==> src/rtl/core/asd_pkg.sv <==
// ----------------------------------------------------------------------------
// asd_pkg
// Shared widths, constants, register codes and control types of the
// accelerometer step detector.
// ----------------------------------------------------------------------------
`default_nettype none

package asd_pkg;

  // field widths
  localparam int AXIS_W   = 16;
  localparam int SAX_W    = 12;  // axis after arithmetic shift right by 4
  localparam int AXIS_SHR = 4;
  localparam int SQ_W     = 24;  // sum of three squares
  localparam int MAG_W    = 12;
  localparam int SUM3_W   = 14;  // sum of three magnitudes
  localparam int PC_W     = 3;
  localparam int WC_W     = 4;
  localparam int THR_W    = 12;
  localparam int CW_W     = 4;
  localparam int MP_W     = 2;
  localparam int CFG_IDX_W = 2;
  localparam int CFG_DW   = 12;
  localparam int CNT_W    = 4;

  // divide by three as multiply by reciprocal, exact for sums below 2^15
  localparam int RECIP_W     = 15;
  localparam int RECIP_SHIFT = 16;
  localparam int PROD_W      = SUM3_W + RECIP_W;
  localparam logic [RECIP_W-1:0] RECIP3 = 15'd21846;

  // square root iteration
  localparam int ROOT_STEPS = SQ_W / 2;
  localparam logic [SQ_W-1:0] ROOT_TOP_BIT = SQ_W'(1) << (SQ_W - 2);
  localparam logic [CNT_W-1:0] ROOT_LAST = CNT_W'(ROOT_STEPS - 1);
  localparam logic [CNT_W-1:0] SQ_LAST   = CNT_W'(2);

  // largest magnitude the axis range can give
  localparam logic [MAG_W-1:0] MAG_MAX = 12'd3547;

  // register reset values
  localparam logic [THR_W-1:0] THR_RST = 12'd45;
  localparam logic [CW_W-1:0]  CW_RST  = 4'd5;
  localparam logic [MP_W-1:0]  MP_RST  = 2'd2;

  // configuration register indexes
  typedef enum logic [CFG_IDX_W-1:0] {
    CFG_PEAK_THRESHOLD = 2'd0,
    CFG_CONFIRM_WINDOW = 2'd1,
    CFG_MAX_PEAKS      = 2'd2
  } cfg_idx_e;

  // controller states
  typedef enum logic [2:0] {
    ST_IDLE,
    ST_SQUARE,
    ST_ROOT,
    ST_AVERAGE,
    ST_FINISH
  } ctrl_state_e;

  // controller to datapath commands
  typedef struct packed {
    logic       load;        // capture scaled axes, clear accumulator
    logic       sq_en;       // accumulate one square
    logic [1:0] sq_sel;      // axis to square
    logic       root_en;     // one square root iteration
    logic       root_first;  // first iteration takes the accumulator
    logic       avg_en;      // three-sample average
    logic       finish;      // peak test, history and output load
  } asd_cmd_t;

  // datapath to controller status
  typedef struct packed {
    logic out_free;          // output register can take a word
  } asd_status_t;

endpackage

`default_nettype wire

==> src/rtl/core/asd_if.sv <==
// ----------------------------------------------------------------------------
// asd_if
// Valid/ready channel interfaces of the step detector: sample input, result
// output and configuration write.
// ----------------------------------------------------------------------------
`default_nettype none

interface asd_in_if;
  import asd_pkg::*;
  logic                     valid;
  logic                     ready;
  logic signed [AXIS_W-1:0] accel_x;
  logic signed [AXIS_W-1:0] accel_y;
  logic signed [AXIS_W-1:0] accel_z;

  modport source (output valid, accel_x, accel_y, accel_z, input ready);
  modport sink   (input valid, accel_x, accel_y, accel_z, output ready);
endinterface

interface asd_out_if;
  import asd_pkg::*;
  logic             valid;
  logic             ready;
  logic             step_detected;
  logic [MAG_W-1:0] smoothed_magnitude;

  modport source (output valid, step_detected, smoothed_magnitude, input ready);
  modport sink   (input valid, step_detected, smoothed_magnitude, output ready);
endinterface

interface asd_cfg_if;
  import asd_pkg::*;
  logic                 valid;
  logic                 ready;
  logic [CFG_IDX_W-1:0] index;
  logic [CFG_DW-1:0]    data;

  modport source (output valid, index, data, input ready);
  modport sink   (input valid, index, data, output ready);
endinterface

`default_nettype wire

==> src/rtl/core/asd_ctrl.sv <==
// ----------------------------------------------------------------------------
// asd_ctrl
// Sequencer of the step detector: accept, three squares, square root
// iterations, average, then history update and output load.
// ----------------------------------------------------------------------------
`default_nettype none

module asd_ctrl (
  input  wire                 clk_i,
  input  wire                 rst_ni,
  input  wire                 in_valid_i,
  output logic                in_ready_o,
  output asd_pkg::asd_cmd_t    cmd_o,
  input  asd_pkg::asd_status_t status_i
);
  import asd_pkg::*;

  ctrl_state_e      state_q, state_d;
  logic [CNT_W-1:0] cnt_q, cnt_d;

  // state and step counter
  always_ff @(posedge clk_i or negedge rst_ni) begin
    if (!rst_ni) begin
      state_q <= ST_IDLE;
      cnt_q   <= '0;
    end else begin
      state_q <= state_d;
      cnt_q   <= cnt_d;
    end
  end

  // next state and commands
  always_comb begin
    state_d    = state_q;
    cnt_d      = cnt_q;
    in_ready_o = 1'b0;
    cmd_o      = '0;
    case (state_q)
      ST_IDLE: begin
        in_ready_o = 1'b1;
        if (in_valid_i) begin
          cmd_o.load = 1'b1;
          cnt_d      = '0;
          state_d    = ST_SQUARE;
        end
      end
      ST_SQUARE: begin
        cmd_o.sq_en  = 1'b1;
        cmd_o.sq_sel = cnt_q[1:0];
        if (cnt_q == SQ_LAST) begin
          cnt_d   = '0;
          state_d = ST_ROOT;
        end else begin
          cnt_d = cnt_q + 1'b1;
        end
      end
      ST_ROOT: begin
        cmd_o.root_en    = 1'b1;
        cmd_o.root_first = (cnt_q == '0);
        if (cnt_q == ROOT_LAST) begin
          cnt_d   = '0;
          state_d = ST_AVERAGE;
        end else begin
          cnt_d = cnt_q + 1'b1;
        end
      end
      ST_AVERAGE: begin
        cmd_o.avg_en = 1'b1;
        state_d      = ST_FINISH;
      end
      ST_FINISH: begin
        // wait here while the previous word is still unclaimed
        if (status_i.out_free) begin
          cmd_o.finish = 1'b1;
          state_d      = ST_IDLE;
        end
      end
      default: begin
        state_d = ST_IDLE;
      end
    endcase
  end

endmodule

`default_nettype wire

==> src/rtl/core/asd_datapath.sv <==
// ----------------------------------------------------------------------------
// asd_datapath
// Arithmetic and state of the step detector: shared squarer, iterative
// square root, divide-by-three average, peak window, counters, config
// registers and the output register.
// ----------------------------------------------------------------------------
`default_nettype none

module asd_datapath (
  input  wire                          clk_i,
  input  wire                          rst_ni,
  input  wire signed [asd_pkg::AXIS_W-1:0] accel_x_i,
  input  wire signed [asd_pkg::AXIS_W-1:0] accel_y_i,
  input  wire signed [asd_pkg::AXIS_W-1:0] accel_z_i,
  input  asd_pkg::asd_cmd_t             cmd_i,
  output asd_pkg::asd_status_t          status_o,
  asd_cfg_if.sink                      cfg_i,
  asd_out_if.source                    out_o
);
  import asd_pkg::*;

  // config registers
  logic [THR_W-1:0] thr_q;
  logic [CW_W-1:0]  cw_q;
  logic [MP_W-1:0]  mp_q;

  assign cfg_i.ready = 1'b1;

  always_ff @(posedge clk_i or negedge rst_ni) begin
    if (!rst_ni) begin
      thr_q <= THR_RST;
      cw_q  <= CW_RST;
      mp_q  <= MP_RST;
    end else if (cfg_i.valid) begin
      case (cfg_idx_e'(cfg_i.index))
        CFG_PEAK_THRESHOLD: thr_q <= cfg_i.data[THR_W-1:0];
        CFG_CONFIRM_WINDOW: cw_q  <= cfg_i.data[CW_W-1:0];
        CFG_MAX_PEAKS:      mp_q  <= cfg_i.data[MP_W-1:0];
        default: ;
      endcase
    end
  end

  // scaled axes, squarer and accumulator
  logic signed [SAX_W-1:0] ax_q [3];
  logic signed [SAX_W-1:0] sq_op;
  logic signed [SQ_W-1:0]  sq;
  logic [SQ_W-1:0]         acc_q;

  always_comb begin
    case (cmd_i.sq_sel)
      2'd0:    sq_op = ax_q[0];
      2'd1:    sq_op = ax_q[1];
      default: sq_op = ax_q[2];
    endcase
    sq = sq_op * sq_op;
  end

  // square root, one result bit per step
  logic [SQ_W-1:0] rem_q, root_q, bit_q;
  logic [SQ_W-1:0] rem_cur, root_cur, bit_cur;
  logic [SQ_W:0]   trial;
  logic            take;

  always_comb begin
    rem_cur  = cmd_i.root_first ? acc_q : rem_q;
    root_cur = cmd_i.root_first ? '0 : root_q;
    bit_cur  = cmd_i.root_first ? ROOT_TOP_BIT : bit_q;
    trial    = {1'b0, root_cur} + {1'b0, bit_cur};
    take     = ({1'b0, rem_cur} >= trial);
  end

  // three-sample average
  logic [MAG_W-1:0]  mag_hist_q [2];
  logic [MAG_W-1:0]  mag;
  logic [SUM3_W-1:0] sum3;
  logic [PROD_W-1:0] prod;
  logic [MAG_W-1:0]  smooth_q;

  assign mag  = root_q[MAG_W-1:0];
  assign sum3 = SUM3_W'(mag_hist_q[0]) + SUM3_W'(mag_hist_q[1]) + SUM3_W'(mag);
  assign prod = PROD_W'(sum3) * PROD_W'(RECIP3);

  // payload registers
  always_ff @(posedge clk_i) begin
    if (cmd_i.load) begin
      ax_q[0] <= accel_x_i[AXIS_W-1:AXIS_SHR];
      ax_q[1] <= accel_y_i[AXIS_W-1:AXIS_SHR];
      ax_q[2] <= accel_z_i[AXIS_W-1:AXIS_SHR];
      acc_q   <= '0;
    end else if (cmd_i.sq_en) begin
      acc_q <= acc_q + SQ_W'(unsigned'(sq));
    end
    if (cmd_i.root_en) begin
      rem_q  <= take ? SQ_W'({1'b0, rem_cur} - trial) : rem_cur;
      root_q <= take ? ((root_cur >> 1) + bit_cur) : (root_cur >> 1);
      bit_q  <= bit_cur >> 2;
    end
    if (cmd_i.avg_en) begin
      smooth_q <= prod[RECIP_SHIFT +: MAG_W];
    end
  end

  // peak window test
  logic [MAG_W-1:0] sm_hist_q [4];
  logic             shape, peak;
  logic [MAG_W-1:0] rise_l, rise_r;

  always_comb begin
    shape  = (sm_hist_q[0] <= sm_hist_q[1]) && (sm_hist_q[1] <= sm_hist_q[2]) &&
             (sm_hist_q[2] >= sm_hist_q[3]) && (sm_hist_q[3] >= smooth_q);
    rise_l = sm_hist_q[2] - sm_hist_q[0];
    rise_r = sm_hist_q[2] - smooth_q;
    peak   = shape && ((rise_l >= thr_q) || (rise_r >= thr_q));
  end

  // peak and window counters
  logic [PC_W-1:0] pc_q, pc_inc, pc_d;
  logic [WC_W-1:0] wc_q, wc_inc, wc_d;
  logic            step_d;

  always_comb begin
    pc_inc = peak ? pc_q + 1'b1 : pc_q;
    wc_inc = wc_q + 1'b1;
    pc_d   = pc_inc;
    wc_d   = wc_q;
    step_d = 1'b0;
    if (pc_inc != '0) begin
      wc_d = wc_inc;
      if (pc_inc > PC_W'(mp_q)) begin
        pc_d = '0;
        wc_d = '0;
      end else if (wc_inc >= cw_q) begin
        pc_d   = '0;
        wc_d   = '0;
        step_d = 1'b1;
      end
    end
  end

  // history and counter state
  always_ff @(posedge clk_i or negedge rst_ni) begin
    if (!rst_ni) begin
      mag_hist_q <= '{default: '0};
      sm_hist_q  <= '{default: '0};
      pc_q       <= '0;
      wc_q       <= '0;
    end else if (cmd_i.finish) begin
      mag_hist_q[0] <= mag_hist_q[1];
      mag_hist_q[1] <= mag;
      sm_hist_q[0]  <= sm_hist_q[1];
      sm_hist_q[1]  <= sm_hist_q[2];
      sm_hist_q[2]  <= sm_hist_q[3];
      sm_hist_q[3]  <= smooth_q;
      pc_q          <= pc_d;
      wc_q          <= wc_d;
    end
  end

  // output register
  logic             out_valid_q;
  logic             out_step_q;
  logic [MAG_W-1:0] out_mag_q;

  always_ff @(posedge clk_i or negedge rst_ni) begin
    if (!rst_ni) begin
      out_valid_q <= 1'b0;
    end else if (cmd_i.finish) begin
      out_valid_q <= 1'b1;
    end else if (out_o.ready) begin
      out_valid_q <= 1'b0;
    end
  end

  always_ff @(posedge clk_i) begin
    if (cmd_i.finish) begin
      out_step_q <= step_d;
      out_mag_q  <= smooth_q;
    end
  end

  assign status_o.out_free         = !out_valid_q || out_o.ready;
  assign out_o.valid              = out_valid_q;
  assign out_o.step_detected      = out_step_q;
  assign out_o.smoothed_magnitude = out_mag_q;

endmodule

`default_nettype wire

==> src/rtl/core/accel_step_detector.sv <==
// ----------------------------------------------------------------------------
// accel_step_detector
// Pedometer peak detection on three-axis accelerometer samples.
// ----------------------------------------------------------------------------
// Each accepted sample gives exactly one result word (step flag and smoothed
// magnitude). One sample is processed at a time: acceptance, three squares on
// the single shared 12x12 squarer, twelve iterations of the bit-serial square
// root, averaging, then peak test and history update. The result sits in an
// output register, so the next sample is taken while it waits; only a second
// result stalls in the finish state until the first is taken. Configuration
// writes are always ready and apply immediately; they should be issued only
// while no sample is in flight.
`default_nettype none

module accel_step_detector (
  input  wire       clk_i,
  input  wire       rst_ni,
  asd_in_if.sink    in_i,
  asd_out_if.source out_o,
  asd_cfg_if.sink   cfg_i
);
  import asd_pkg::*;

  asd_cmd_t    cmd;
  asd_status_t status;
  logic        in_ready;

  assign in_i.ready = in_ready;

  // sequencer
  asd_ctrl u_ctrl (
    .clk_i      (clk_i),
    .rst_ni     (rst_ni),
    .in_valid_i (in_i.valid),
    .in_ready_o (in_ready),
    .cmd_o      (cmd),
    .status_i   (status)
  );

  // arithmetic and state
  asd_datapath u_datapath (
    .clk_i     (clk_i),
    .rst_ni    (rst_ni),
    .accel_x_i (in_i.accel_x),
    .accel_y_i (in_i.accel_y),
    .accel_z_i (in_i.accel_z),
    .cmd_i     (cmd),
    .status_o  (status),
    .cfg_i     (cfg_i),
    .out_o     (out_o)
  );

endmodule

`default_nettype wire

==> src/flat_wrapper.sv <==
// flat-port wrapper written by rule: the top's interface ports become plain ports
module accel_step_detector_flat import asd_pkg::*;
  (clk_i, rst_ni, in_i_valid, in_i_accel_x, in_i_accel_y, in_i_accel_z, in_i_ready, out_o_valid, out_o_step_detected, out_o_smoothed_magnitude, out_o_ready, cfg_i_valid, cfg_i_index, cfg_i_data, cfg_i_ready);
  asd_in_if in_i_i ();
  asd_out_if out_o_i ();
  asd_cfg_if cfg_i_i ();
  input  wire clk_i;
  input  wire rst_ni;
  input wire logic [$bits(in_i_i.valid)-1:0] in_i_valid;
  input wire logic [$bits(in_i_i.accel_x)-1:0] in_i_accel_x;
  input wire logic [$bits(in_i_i.accel_y)-1:0] in_i_accel_y;
  input wire logic [$bits(in_i_i.accel_z)-1:0] in_i_accel_z;
  output wire logic [$bits(in_i_i.ready)-1:0] in_i_ready;
  output wire logic [$bits(out_o_i.valid)-1:0] out_o_valid;
  output wire logic [$bits(out_o_i.step_detected)-1:0] out_o_step_detected;
  output wire logic [$bits(out_o_i.smoothed_magnitude)-1:0] out_o_smoothed_magnitude;
  input wire logic [$bits(out_o_i.ready)-1:0] out_o_ready;
  input wire logic [$bits(cfg_i_i.valid)-1:0] cfg_i_valid;
  input wire logic [$bits(cfg_i_i.index)-1:0] cfg_i_index;
  input wire logic [$bits(cfg_i_i.data)-1:0] cfg_i_data;
  output wire logic [$bits(cfg_i_i.ready)-1:0] cfg_i_ready;
  assign in_i_i.valid = in_i_valid;
  assign in_i_i.accel_x = in_i_accel_x;
  assign in_i_i.accel_y = in_i_accel_y;
  assign in_i_i.accel_z = in_i_accel_z;
  assign in_i_ready = in_i_i.ready;
  assign out_o_valid = out_o_i.valid;
  assign out_o_step_detected = out_o_i.step_detected;
  assign out_o_smoothed_magnitude = out_o_i.smoothed_magnitude;
  assign out_o_i.ready = out_o_ready;
  assign cfg_i_i.valid = cfg_i_valid;
  assign cfg_i_i.index = cfg_i_index;
  assign cfg_i_i.data = cfg_i_data;
  assign cfg_i_ready = cfg_i_i.ready;
  accel_step_detector u_core (.clk_i(clk_i), .rst_ni(rst_ni), .in_i(in_i_i), .out_o(out_o_i), .cfg_i(cfg_i_i));
endmodule
==> config.mk <==
export PLATFORM = sky130hd
export DESIGN_NAME = accel_step_detector_flat
export DESIGN_NICKNAME = d
export VERILOG_FILES = /design/src/rtl/core/asd_pkg.sv /design/src/rtl/core/asd_if.sv /design/src/rtl/core/asd_ctrl.sv /design/src/rtl/core/asd_datapath.sv /design/src/rtl/core/accel_step_detector.sv /design/src/flat_wrapper.sv
export SDC_FILE = /design/constraint.sdc
export NUM_CORES = 1
export LEC_CHECK = 0
export BUFFER_PORTS_ARGS = -buffer_cell sky130_fd_sc_hd__clkbuf_2
export CAP_MARGIN = 20
export CORE_MARGIN = 4
export CORE_UTILIZATION = 58
export CTS_CLUSTER_SIZE = 25
export DETAILED_ROUTE_END_ITERATION = 7
export MAX_ROUTING_LAYER = met4
export PLACE_DENSITY_LB_ADDON = 0.05
export SLEW_MARGIN = 20
export SYNTH_ARGS = -nofsm -noshare
export SYNTH_HDL_FRONTEND = slang
export SYNTH_SLANG_ARGS = --single-unit
==> constraint.sdc <==
create_clock -name clk_i -period 7.21 [get_ports clk_i]
set_input_delay 1.442 -clock clk_i [delete_from_list [all_inputs] [get_ports clk_i]]
set_output_delay 1.442 -clock clk_i [all_outputs]
set_load 0.05 [all_outputs]
# Word-level counts from Yosys, hierarchy flattened
# Memory sizes are Yosys's and may differ from the RTL's.
# Index checks and enable logic that the tools add are counted.
# word_totals
register_bits,224
ramBits,36
inputBits,67
output_inout_bits,16
wordCells,114
n_memories,1
# memory_table
memory,depth,word_bits,read_ports,rd_ports_with_merged_regs,write_ports,line_no,source
u_core.u_datapath.ax_q,3,12,3,0,3,asd_datapath.sv:45,logic signed [SAX_W-1:0] ax_q [3];
# classes
add_sub_neg,11
mul,2
magnitude_cmp,9
eq_ne,13
n_mux,34
n_bitwise,1
n_reduce_logical,21
# ops
op,count
24-bit 2-to-1 mux,3
12-bit >= comparator,4
23-bit 2-to-1 mux,2
14-bit by 14-bit multiplier with 27-bit output (second input constant),1
3-bit 2-to-1 mux,9
24-bit by 23-bit adder with 25-bit output,1
24-bit by 25-bit >= comparator with 1-bit output,1
23-bit by 23-bit adder with 24-bit output,1
24-bit adder,1
12-bit less-or-equal comparator,2
12-bit by 12-bit multiplier with 24-bit output,1
12-bit one-hot mux with 2 select lines,1
12-bit subtractor,2
24-bit subtractor,1
4-bit 2-to-1 mux,5
3-bit one-hot mux with 5 select lines,1
13-bit by 12-bit adder with 14-bit output,1
12-bit by 12-bit adder with 13-bit output,1
4-bit one-hot mux with 3 select lines,1
1-bit 2-to-1 mux,11
2-bit AND reduction,5
4-bit by 1-bit adder with 4-bit output (second input constant),2
3-bit by 2-bit == test with 1-bit output (second input constant),2
2-bit inequality test (second input constant),3
22 further kinds,29

# Depth between registers and ports, before layout
# Gate-level depths: netlist (run 1).
# logic_depth
ltp_word,9
mapped_depth,31
ltp_nobuf,29

# Hierarchy
# From an unflattened synthesis (run 1), not the netlist that was laid out.
# hier_totals
cells_unflattened,2433
hier_area_um2,24180.7
# modules_own_cells
mod,n_inst,cells_per_inst,area_per_inst_um2,seq_area_each_um2
asd_datapath,1,2380,23700.2,6545.0
asd_ctrl,1,53,480.5,175.2

# Worst setup path before layout (run 1)
# No wires, ideal clock.
# synth_timing
path_type,reg-to-reg
startpoint,register u_core.u_datapath.root_q[1]
endpoint,register u_core.u_datapath.smooth_q[11] (data pin)
setup_time_ns,0.260
arrival_ns,7.354
required_time_ns,6.950
setup_slack_ns,-0.403
path_stages_with_launch,28
n_path_buf,0
period_less_slack_ns,7.613
path_cell_list,edfxtp_1 fa_1 ha_1 inv_1 fa_1 nand2b_1 a21oi_1 o21ai_0 nand2b_1 xor2_1 ha_1 ha_1 fa_1 fa_1 fa_1 inv_1 fa_1 inv_1 ha_1 and2_1 a221oi_1 o221ai_1 o211ai_1 a21boi_0 and3_1 or4_1 a31oi_1 xnor2_1
# synth_between
elab_chain_len,2
# synth_rtl
item,line_no,source
start: declaration,asd_datapath.sv:60,"logic [SQ_W-1:0] rem_q, root_q, bit_q;"
start signal: assignment,asd_datapath.sv:96,root_q <= take ? ((root_cur >> 1) + bit_cur) : (root_cur >> 1);
13-bit by 12-bit adder with 14-bit output,asd_datapath.sv:81,assign sum3 = SUM3_W'(mag_hist_q[0]) + SUM3_W'(mag_hist_q[1]) + SUM3_W'(mag);
14-bit by 14-bit multiplier with 27-bit output,asd_datapath.sv:82,assign prod = PROD_W'(sum3) * PROD_W'(RECIP3);
via u_core.u_datapath.prod[27],asd_datapath.sv:77,logic [PROD_W-1:0] prod;
end signal: assignment,asd_datapath.sv:100,smooth_q <= prod[RECIP_SHIFT +: MAG_W];
end: declaration,asd_datapath.sv:78,logic [MAG_W-1:0] smooth_q;
# The timed path passes the listed nets, and every way through them passes these cells.
# A chain may end at the register's enable or synchronous reset.

# Worst setup path after layout (run 1)
# Same ends and word-level chain as after synthesis.

==> results of run 1 <==
## per-layer routing
layer	share of wire, %	up-vias	global-route usage, %
li1	-	8886	-
met1	48	8445	35.2
met2	46	269	39.8
met3	3.6	69	2.92
met4	1.9	0	4.44
met5	0	-	-
## through the flow
stage	std cells	setup slack, ns	area, µm²	hold slack [ns]
floorplan	2559	0.0105	24200	0.425
global placement	3216	-0.308	25900	0.436
detailed placement	3216	-0.347	25900	0.436
CTS	3276	0.00219	27100	0.450
global route	3279	-0.348	27200	0.455
finish	3279	-0.0138	27200	0.448
## layout by cell type, fill, tap and decap left out, types with 7 or more instances in the layout
master     count
o21a_1        10
nor2_1       132
dfrtp_1       98
buf_4        125
ha_4           8
xor2_1        47
clkbuf_8       7
nand2_1      332
a211oi_1      16
o211ai_1      10
o21ai_0      155
a31oi_1       24
o21bai_1      18
clkbuf_16     30
nand2b_1      21
a21oi_1      117
inv_2         11
inv_1        396
dfstp_2        7
xnor2_1       92
nor3_1        22
nor2b_1       15
a21o_1        44
nand4_1       22
and3_1        12
mux2_2        22
nand3_1       21
fa_1         208
a22oi_1       14
and2_1        29
clkbuf_2      68
dfxtp_1       24
edfxtp_1     120
ha_1         312
## kinds of logic after synthesis
family | Yosys count | share of synthesized area, %
multiplexers | 26 | 1.19
AO/OA/AOI/OAI | 491 | 12.5
other | 1 | 0.0155
adder cells (fa/ha/maj) | 534 | 34.1
XOR/XNOR | 143 | 5.17
buffers and inverters | 471 | 7.38
AND/OR/NAND/NOR | 644 | 11.8
flip-flops | 249 | 27.7
## worst min-delay path by stage
stage / cells after the start / from / slack (ns) / to
floorplan: 2 / u_core.u_datapath.acc_q[20] / 0.43 / u_core.u_datapath.acc_q[20]
global placement: 0 / u_core.u_datapath.smooth_q[8] / 0.44 / u_core.u_datapath.out_o.smoothed_magnitude[8]
detailed placement: 0 / u_core.u_datapath.smooth_q[2] / 0.44 / u_core.u_datapath.out_o.smoothed_magnitude[2]
CTS: 0 / u_core.u_datapath.smooth_q[2] / 0.45 / u_core.u_datapath.out_o.smoothed_magnitude[2]
global route: 0 / u_core.u_datapath.smooth_q[2] / 0.45 / u_core.u_datapath.out_o.smoothed_magnitude[2]
finish: 0 / u_core.u_datapath.smooth_q[2] / 0.45 / u_core.u_datapath.out_o.smoothed_magnitude[2]
## timing repair
item,in CTS,in global routing
cloned,0,0
buffers inserted,6,3
resized for setup,24,28
endpoints found under the setup margin,8,17
pin swaps,28,37
## synthesized netlist by cell type (all sizes together), types with 13 or more instances
| cell type | n | area, µm² |
|---|---|---|
| clkbuf | 47 | 176 |
| nor2 | 133 | 499 |
| o21bai | 18 | 135 |
| a31oi | 25 | 156 |
| edfxtp | 120 | 3600 |
| inv | 404 | 1520 |
| buf | 13 | 68.8 |
| nor3 | 22 | 110 |
| nand3 | 22 | 110 |
| xnor2 | 94 | 823 |
| nand2 | 334 | 1250 |
| o21ai | 159 | 796 |
| and2 | 32 | 200 |
| nand4 | 22 | 138 |
| nor2b | 15 | 93.8 |
| a21o | 47 | 353 |
| a211oi | 18 | 135 |
| dfxtp | 24 | 480 |
| a21oi | 123 | 616 |
| ha | 323 | 4040 |
| fa | 211 | 4220 |
| dfrtp | 98 | 2450 |
| nand2b | 22 | 138 |
| xor2 | 49 | 429 |
| mux2 | 22 | 248 |
| a22oi | 14 | 105 |
## state kept, by name (all words and copies together) (netlist names), 3 cells and up
signal / flops
u_core.u_datapath.sm_hist_q: 48
u_core.u_datapath.ax_q: 36
u_core.u_datapath.acc_q: 24
u_core.u_datapath.mag_hist_q: 24
u_core.u_datapath.rem_q: 24
u_core.u_datapath.root_q: 24
u_core.u_datapath.out_o.smoothed_magnitude: 12
u_core.u_datapath.smooth_q: 12
u_core.u_datapath.thr_q: 12
u_core.u_datapath.bit_q: 11
u_core.u_ctrl.cnt_q: 4
u_core.u_datapath.cw_q: 4
u_core.u_datapath.wc_q: 4
u_core.u_ctrl.state_q: 3
u_core.u_datapath.pc_q: 3
## final cells by class
type | count | area [µm²] | area share (%)
Inverter | 411 | 1540 | 5.67
Sequential cell | 249 | 6720 | 24.7
Multi-Input combinational cell | 1839 | 16000 | 58.8
Tap cell | 532 | 666 | 2.45
Timing Repair Buffer | 193 | 1280 | 4.70
Clock inverter | 13 | 126 | 0.464
Antenna cell | 1 | 2.50 | 0.00920
Clock buffer | 41 | 862 | 3.17
==> key figures, run 1 <==
Outcome
  • Status: complete, but fails checks
  • Failing checks: setup timing

Detailed routing
  • DR vias: roughly 18000
  • Detailed Route Iter0 Violations: about 1100
  • Post-route DRC: 0
  • DRT Pass-1 Iters: 5
  • WL per Instance: 16.2 µm
  • DR vias/cell: approximately 5.4
  • Antenna Nets Post-Route: 0
  • Final wirelength: 53200 µm

STA
  • Slew Limit Fails: 0
  • Fin crit period: slightly above 7 ns
  • Final period util: 100%
  • Setup TNS: -0.0178 ns
  • RSZ-0062 raised after global routing: true
  • Slew Limit Headroom: between 30% and 40%
  • Final setup fails: 2
  • Max Freq: about 140 MHz
  • Clock skew: 0.0239 ns
  • Final Hold Vio Count: 0
  • Least-Margin Pin Slew: about 1 ns
  • Final Worst Setup Slack: -0.0138 ns

Critical path
  • CP Buf/Inv Count: 8
  • CP Depth: 32
  • Reg2Reg Setup Slack: -0.01 ns
  • Crit Path Max Fanout: 2
  • Arr. time, crit path: roughly 7.5 ns
  • Startpoint Class: register
  • Worst Setup EP: u_core.u_datapath.smooth_q[11]
  • Beginning of the critical path: u_core.u_datapath.root_q[1]
  • RR Endpoint: u_core.u_datapath.smooth_q[11]
  • Crit-path leading delay family: adder cells
  • Slowest CP cell: fa_1
  • Worst path max stage delay: 0.54 ns
  • Worst reg-to-reg path cell count: 32
  • CP Class: reg2reg
  • CP endpoint kind: register
  • Reg-to-reg critical path startpoint: u_core.u_datapath.root_q[1]
  • Most frequent CP cell: buf_4
  • Crit path required time: roughly 7.5 ns

Clock network
  • CTS tree: yes
  • Total CTS buffers: 29
  • Clk buf depth: 3
  • Hold buffer count at CTS: 0
  • Root Buffer: clkbuf_16
  • H-tree level count: 1
  • CTS clock-pin slew for the worst setup and hold paths: around 0.06 ns
  • TritonCTS Sinks: approximately 250
  • Clk_lat worst skew: about 0.57 ns

GRT
  • First-pass GRT wire length: 90100 µm
  • Grt total ovfl: 0
  • Initial antenna violation count: 1
  • Vias in the first global route: approximately 18000
  • GRT Total Usage: between 20 and 25%
  • Largest net degree at the start of global routing: 98

Final layout
  • Nets: approximately 3300
  • Area grow syn2layout: 12.3%
  • Layout cell share with drive strength beyond 1: between 10% and 20%
  • Final Util: 66.3%
  • FILL cells: between 3000 and 4000

Synthesis
  • Predominant post-synthesis flop cell: edfxtp_1
  • Post-synth EDFFs: 120
  • Synth async-reset ratio: 42.2%
  • Netlist cell types: 75
  • Ys Warns: 0
  • Mapped Cells: roughly 2600
  • Synthesized area: 24200 µm²
  • Synth Register Bits: 249
  • Avg Cell Area, Syn: 9.46 µm²
  • Seq/Total Area, Yosys: 27.7%
  • Syn nets: 3160

Floorplan
  • FP Rows: 74
  • Core area: 41000 µm²
  • Die area: ~45000 µm²
  • Chip width: 212 µm
  • I/O pin total: 83
  • Die span in y: ~210 µm
  • Starting Density: around three fifths

Min path
  • Worst hold-check path type: reg2reg

Placement
  • Global placement routability congestion: roughly 0.90
  • Port Buffers: between 60 and 70
  • Post-DP HPWL: about 43000 µm

Job
  • Max Cap Viol: 0
Power of run 1 is not shown: default switching activity piles up to over one toggle a cycle in this logic, so the estimate is an artifact.
==> run 2, diff against run 1 <==
--- a/config.mk
+++ b/config.mk
@@ -6,12 +6,14 @@
 export NUM_CORES = 1
 export LEC_CHECK = 0
+export ABC_AREA = 1
 export BUFFER_PORTS_ARGS = -buffer_cell sky130_fd_sc_hd__clkbuf_2
 export CAP_MARGIN = 20
 export CORE_MARGIN = 4
-export CORE_UTILIZATION = 58
+export CORE_UTILIZATION = 59
 export CTS_CLUSTER_SIZE = 25
 export DETAILED_ROUTE_END_ITERATION = 7
 export MAX_ROUTING_LAYER = met4
 export PLACE_DENSITY_LB_ADDON = 0.05
+export SETUP_SLACK_MARGIN = 0.3
 export SLEW_MARGIN = 20
 export SYNTH_ARGS = -nofsm -noshare
==> constraint.sdc (replaced) <==
create_clock -name clk_i -period 7.21 [get_ports clk_i]
set_input_delay 1.442 -clock clk_i [delete_from_list [all_inputs] [get_ports clk_i]]
set_output_delay 1.442 -clock clk_i [all_outputs]
set_load 0.005 [all_outputs]
==> key figures, run 2 <==
Detailed routing
  • Antenna Nets Post-Route: 0
  • Final wirelength: ~62000 µm
  • Detailed Route Iter0 Violations: between 1000 and 1500
  • Post-route DRC: 0
  • DR vias: ~21000
  • DRT Pass-1 Iters: 6
  • WL per Instance: 15.5 µm
  • DR vias/cell: between 5 and 6

STA
  • RSZ-0062 raised after global routing: false
  • Clock skew: around 0.014 ns
  • Slew Limit Fails: 0
  • Setup TNS: 0 ns
  • Fin crit period: between 6 and 7 ns
  • Least-Margin Pin Slew: approximately 0.8 ns
  • Final Hold Vio Count: 0
  • Max Freq: between 150 and 200 MHz
  • Final period util: 91.5%
  • Slew Limit Headroom: between 40% and 50%
  • Final setup fails: 0

Synthesis
  • Share of the synthesized area in the top cell type: between 10% and 20%
  • Post-synthesis mux area share: 0%
  • Avg Cell Area, Syn: 8.10 µm²
  • Ys Warns: 0
  • Top post-synthesis cells by area: fa_1 16%, ha_1 15%, edfxtp_1 14%
  • Compound-cell area share of the yosys netlist: 10.6%
  • Seq/Total Area, Yosys: 25.5%
  • Synth async-reset ratio: between 40% and 50%
  • Synth Register Bits: 249
  • Synth Area in XOR/XNOR: under 10%
  • Netlist cell types: 56
  • Predominant post-synthesis flop cell: edfxtp_1
  • Synth Area in Adders: 31.3%
  • Post-synth EDFFs: 120
  • Most frequent cells after synthesis: 665 x inv_1, 650 x nand2_1, 323 x ha_1
  • Synthesized area: about 26000 µm²
  • Mapped Cells: roughly 3300
  • Syn nets: ~3900
  • Largest family of logic cells by synthesized area: adder cells
  • Largest area contributor in the netlist: fa_1
  • Post-synthesis simple-gate area fraction: between 10% and 20%
  • Count leader, synth: inv_1

Outcome
  • Status: finished clean

Job
  • Max Cap Viol: 0

Critical path
  • Arr. time, crit path: 7.05 ns
  • Startpoint Class: register
  • Crit Path Max Fanout: 9
  • RR Endpoint: u_core.u_datapath.acc_q[22]
  • Reg-to-reg critical path startpoint: u_core.u_ctrl.state_q[0]
  • Reg2Reg Setup Slack: approximately 0.61 ns
  • CP Class: reg2reg
  • Worst reg-to-reg path cell count: 26
  • CP endpoint kind: register
  • Crit path required time: 7.67 ns

GRT
  • First-pass GRT wire length: 104000 µm
  • Met2 Track Usage GR: 44.4%
  • GRT met3 Usage: roughly 2.6%
  • GRT Total Usage: between 20% and 30%
  • Largest net degree at the start of global routing: between 90 and 100
  • Met1 usage: between 30% and 40%
  • Initial antenna violation count: 0
  • GR peak layer: met2
  • Grt total ovfl: 0
  • Vias in the first global route: about 21000

Min path
  • Worst hold-check path type: reg2reg
  • Worst hold endpoint: u_core.u_datapath.out_o.smoothed_magnitude[2]
  • Worst hold path startpoint: u_core.u_datapath.smooth_q[2]
  • WHS Path Cells: 0

Placement
  • Placed insts: between 3000 and 4000
  • Post-DP HPWL: between 50000 and 60000 µm
  • Port Buffers: 69
  • Global placement routability congestion: around 0.97

Clock network
  • TritonCTS Sinks: between 200 and 250
  • Total CTS buffers: 30
  • Clk_lat worst skew: 0.58 ns
  • H-tree level count: 1
  • Hold buffer count at CTS: 0
  • CTS tree: yes
  • CTS clock-pin slew for the worst setup and hold paths: approximately 0.060 ns
  • Root Buffer: clkbuf_16
  • Clk buf depth: 3

Final layout
  • Largest register by flop count: u_core.u_datapath.sm_hist_q
  • Leading cell type in the layout, fill and taps excluded: inv_1
  • Nets: 3978
  • Number of flip-flops under the largest register name: between 40 and 50
  • Layout cell share with drive strength beyond 1: 9.59%
  • Register area: slightly below 7000 µm²
  • Post-route insts no fill: approximately 4000
  • Diode count: 0
  • Area of the multi-input gates: roughly 17000 µm²
  • Top flop regs: u_core.u_datapath.sm_hist_q x48, u_core.u_datapath.ax_q x36
  • FILL cells: approximately 3800
  • Area grow syn2layout: 10.0%
  • Leading cell types in the layout, fill and taps excluded: 655 x inv_1, 645 x nand2_1, 314 x ha_1

Floorplan
  • FP Rows: 77
  • Chip width: around 220 µm
  • Die span in y: approximately 220 µm
  • Starting Density: between 50% and 60%
  • Die area: about 48000 µm²
  • Core area: around 44000 µm²
  • I/O pin total: 83
==> run 2: changes by cell type after synthesis, sizes merged, moves of 36 or more <==
| cell | change |
|---|---|
| xnor2 | -50 |
| nand3 | +103 |
| inv | +272 |
| nor2 | +104 |
| xor2 | +36 |
| nand2 | +330 |
| o21ai | +69 |
| a21oi | +57 |
==> run 2: metrics by stage <==
| step | instance area [µm²] | worst slack (ns) | utilization, % | hold WS, ns |
|---|---|---|---|---|
| 6_report | 29000 | 0.614 | 65.6 | 0.456 |
| 5_1_grt | 29000 | 0.249 | 65.6 | 0.466 |
| 4_1_cts | 28600 | 0.273 | 64.6 | 0.457 |
| 3_5_place_dp | 27500 | -0.00401 | 62.2 | 0.440 |
| 3_3_place_gp | 27500 | 0.125 | 62.2 | 0.435 |
| 2_1_floorplan | 26400 | 0.597 | - | 0.426 |
==> run 2: logic make-up after synthesis <==
kind of cell,count (synthesis)
fa+ha+maj,534
flops,249
xor+xnor,129
compound gates,503
simple gates,1108
other cells,1
buf+inv,733
==> run 2: layout make-up <==
| type | instances | share of cell area, % |
|---|---|---|
| Clock buffer | 36 | 2.73 |
| Multi-Input combinational cell | 2275 | 58.9 |
| Inverter | 681 | 8.84 |
| Tap cell | 592 | 2.55 |
| Timing Repair Buffer | 140 | 3.05 |
| Sequential cell | 249 | 23.2 |
| Clock inverter | 20 | 0.720 |
==> run 2: worst max-delay path, stage by stage, from the launching register on <==
cell,delay [ns]
dfrtp_1,0.35
inv_1,0.07
nor2_1,0.15
nand2_2,0.14
inv_1,0.10
o21ai_1,0.12
inv_1,0.16
buf_4,0.20
o21a_1,0.21
buf_4,0.20
nand2_1,0.10
fa_2,0.63
fa_1,0.47
fa_1,0.59
fa_1,0.46
fa_1,0.55
inv_1,0.05
fa_1,0.47
ha_1,0.36
a21oi_1,0.19
o21ai_0,0.15
o21ai_0,0.19
nand3_1,0.16
a21oi_1,0.15
o21ai_0,0.10
o211ai_1,0.09
inv_1,0.07
==> run 2: routing by layer <==
layer | share of wire [%] | vias up
met1 | 46 | 10000
met4 | 2.6 | 0
met3 | 3.8 | 118
met5 | 0 | -
li1 | - | 10600
met2 | 47 | 421
==> run 2: worst max-delay path by stage <==
stage / cells past startpoint / slack [ns] / endpoint / startpoint
after detailed placement: 27 / -0.004 / u_core.u_datapath.smooth_q[10] / u_core.u_datapath.root_q[1]
after CTS: 27 / 0.27 / u_core.u_datapath.smooth_q[10] / u_core.u_datapath.root_q[1]
after floorplan: 28 / 0.60 / u_core.u_datapath.acc_q[23] / u_core.u_ctrl.state_q[2]
final: 26 / 0.61 / u_core.u_datapath.acc_q[22] / u_core.u_ctrl.state_q[0]
after global placement: 32 / 0.13 / u_core.u_datapath.acc_q[23] / u_core.u_ctrl.state_q[0]
after global routing: 26 / 0.25 / u_core.u_datapath.smooth_q[10] / u_core.u_datapath.root_q[4]
==> run 2: repair_timing <==
action / in CTS / in global routing
endpoints found under the setup margin: 15 / 25
cloned: 0 / 0
pin swaps: 2 / 15
resized for setup: 13 / 75
buffers inserted: 2 / 25
Power of run 2 is left out for the same reason.
==> run 3, diff against run 2 <==
ABC_AREA = unset   (was 1)
CORE_UTILIZATION = 58   (was 59)
CTS_CLUSTER_DIAMETER = 60   (was unset)
TNS_END_PERCENT = 5   (was unset)
==> key figures, run 3 (synthesized netlist as in run 1, its figures left out) <==
Floorplan
  • Chip width: around 210 µm
  • Starting Density: between 50% and 60%
  • Core area: between 40000 and 50000 µm²
  • Die span in y: 212 µm
  • Die area: 45100 µm²
  • FP Rows: between 70 and 80
  • I/O pin total: 83

Clock network
  • Root Buffer: clkbuf_16
  • TritonCTS Sinks: approximately 250
  • CTS clock-pin slew for the worst setup and hold paths: roughly 0.080 ns
  • Total CTS buffers: 26
  • CTS tree: yes
  • Clk_lat worst skew: roughly 0.56 ns
  • Hold buffer count at CTS: 0
  • Clk buf depth: 3
  • H-tree level count: 1

GRT
  • Grt total ovfl: 0
  • Initial antenna violation count: 1
  • GRT Total Usage: 24.9%
  • Vias in the first global route: between 15000 and 20000
  • First-pass GRT wire length: around 90000 µm
  • Largest net degree at the start of global routing: between 90 and 100

STA
  • Final Worst Setup Slack: -0.151 ns
  • Fin crit period: 7.36 ns
  • Final Hold Vio Count: 0
  • Slew Limit Fails: 0
  • Least-Margin Pin Slew: roughly 0.82 ns
  • Clock skew: ~0.019 ns
  • Final setup fails: 2
  • Slew Limit Headroom: roughly 45%
  • Final period util: 102%
  • RSZ-0062 raised after global routing: true
  • WHS: 0.453 ns
  • Max Freq: ~140 MHz

Critical path
  • Worst path max stage delay: about 0.57 ns
  • Crit path required time: between 7 and 8 ns
  • Reg-to-reg critical path startpoint: u_core.u_datapath.mag_hist_q[13]
  • Arr. time, crit path: 7.67 ns
  • CP Class: reg2reg
  • Crit Path Max Fanout: 3
  • Startpoint Class: register
  • Slowest CP cell: fa_2
  • Beginning of the critical path: u_core.u_datapath.mag_hist_q[13]
  • Worst reg-to-reg path cell count: 28
  • CP endpoint kind: register
  • Most frequent CP cell: fa_1

Final layout
  • Area of the multi-input gates: roughly 16000 µm²
  • Register area: 6720 µm²
  • Post-route insts no fill: roughly 3200
  • Number of flip-flops under the largest register name: 48
  • Largest register by flop count: u_core.u_datapath.sm_hist_q
  • Area grow syn2layout: 11.3%
  • Leading cell type in the layout, fill and taps excluded: inv_1
  • Nets: 3287
  • Top flop regs: u_core.u_datapath.sm_hist_q x48, u_core.u_datapath.ax_q x36
  • FILL cells: 3407
  • Leading cell types in the layout, fill and taps excluded: 399 x inv_1, 332 x nand2_1, 314 x ha_1
  • Layout cell share with drive strength beyond 1: a little under an eighth

Detailed routing
  • WL per Instance: approximately 16 µm
  • Antenna Nets Post-Route: 0
  • Final wirelength: roughly 53000 µm
  • Post-route DRC: 0
  • DR vias: roughly 18000
  • Detailed Route Iter0 Violations: approximately 1000
  • DR vias/cell: around 5.5
  • DRT Pass-1 Iters: 5

Placement
  • Post-DP HPWL: 43200 µm
  • DP Worst Slack: -0.219 ns
  • Placed insts: 3188
  • Global placement routability congestion: about 0.92
  • Port Buffers: 69

Min path
  • WHS Path Cells: 0
  • Worst hold path startpoint: u_core.u_datapath.smooth_q[1]
  • Worst hold-check path type: reg2reg

Outcome
  • Failing checks: setup timing
  • Status: complete, but fails checks

Job
  • Max Cap Viol: 0
[run 3: cell types whose count changed in the layout (fill, tap and decap cells not counted), moves of 26 or more]
cell,delta
xor2_1,-35
nand2_1,-313
o21ai_0,-40
a21oi_1,-57
nor2_1,-91
xnor2_1,+49
nand3_1,-95
inv_1,-256
a21o_1,+26
[run 3: path summary, 6_finish.rpt]
path	to	slack, ns
worst max-delay path	u_core.u_datapath.smooth_q[11]	-0.15
worst min-delay path	u_core.u_datapath.out_o.smoothed_magnitude[1]	0.45
worst max register to register	u_core.u_datapath.smooth_q[11]	-0.15
worst min register to register	u_core.u_datapath.out_o.smoothed_magnitude[1]	0.45
max in group asynchronous	u_core.u_ctrl.cnt_q[1]	5.06
min in group asynchronous	u_core.u_datapath.sm_hist_q[45]	0.94
[run 3: area by class of cell]
cell class	instances	share of cell area [%]
clock buffer	30	2.63
sequential	249	25.0
tap	532	2.47
multi-input combinational	1839	59.5
inverter	411	5.73
clock inverter	18	0.799
antenna	1	0.00929
timing repair buffer	159	3.97
[run 3: routing by layer]
layer	share of wire [%]	wire (µm)	up-vias	GRT usage [%]
met1	48	25400	8503	35.0
met3	4.0	2100	71	2.76
met4	1.8	956	0	4.46
met5	0	0	-	-
li1	-	-	8808	-
met2	47	24800	311	40.1
[run 3: stage by stage]
| stage | util, % | instance area, µm² | TNS [ns] |
|---|---|---|---|
| final | 65.7 | 26900 | -0.175 |
| after global routing | 65.7 | 26900 | -1.79 |
| after CTS | 65.5 | 26900 | -0.175 |
| after detailed placement | 63.0 | 25800 | -0.369 |
| after global placement | 63.0 | 25800 | -0.193 |
| after floorplan | - | 24400 | 0 |
[run 3: worst max-delay path, delay by kind of cell (launching register included)]
kind            cells  cell delay, ns
fa+ha+maj          10            3.90
simple gates        5            1.07
xor+xnor            2            0.32
compound gates      7            1.17
flops               1            0.40
buf+inv             4            0.24
[run 3: timing repair]
action                                  in CTS  in global routing
endpoints found under the setup margin      13                 19
pin swaps                                    9                  7
gates resized for setup                     19                 28
buffers inserted                             2                  0
Power of run 3 is left out for the same reason.
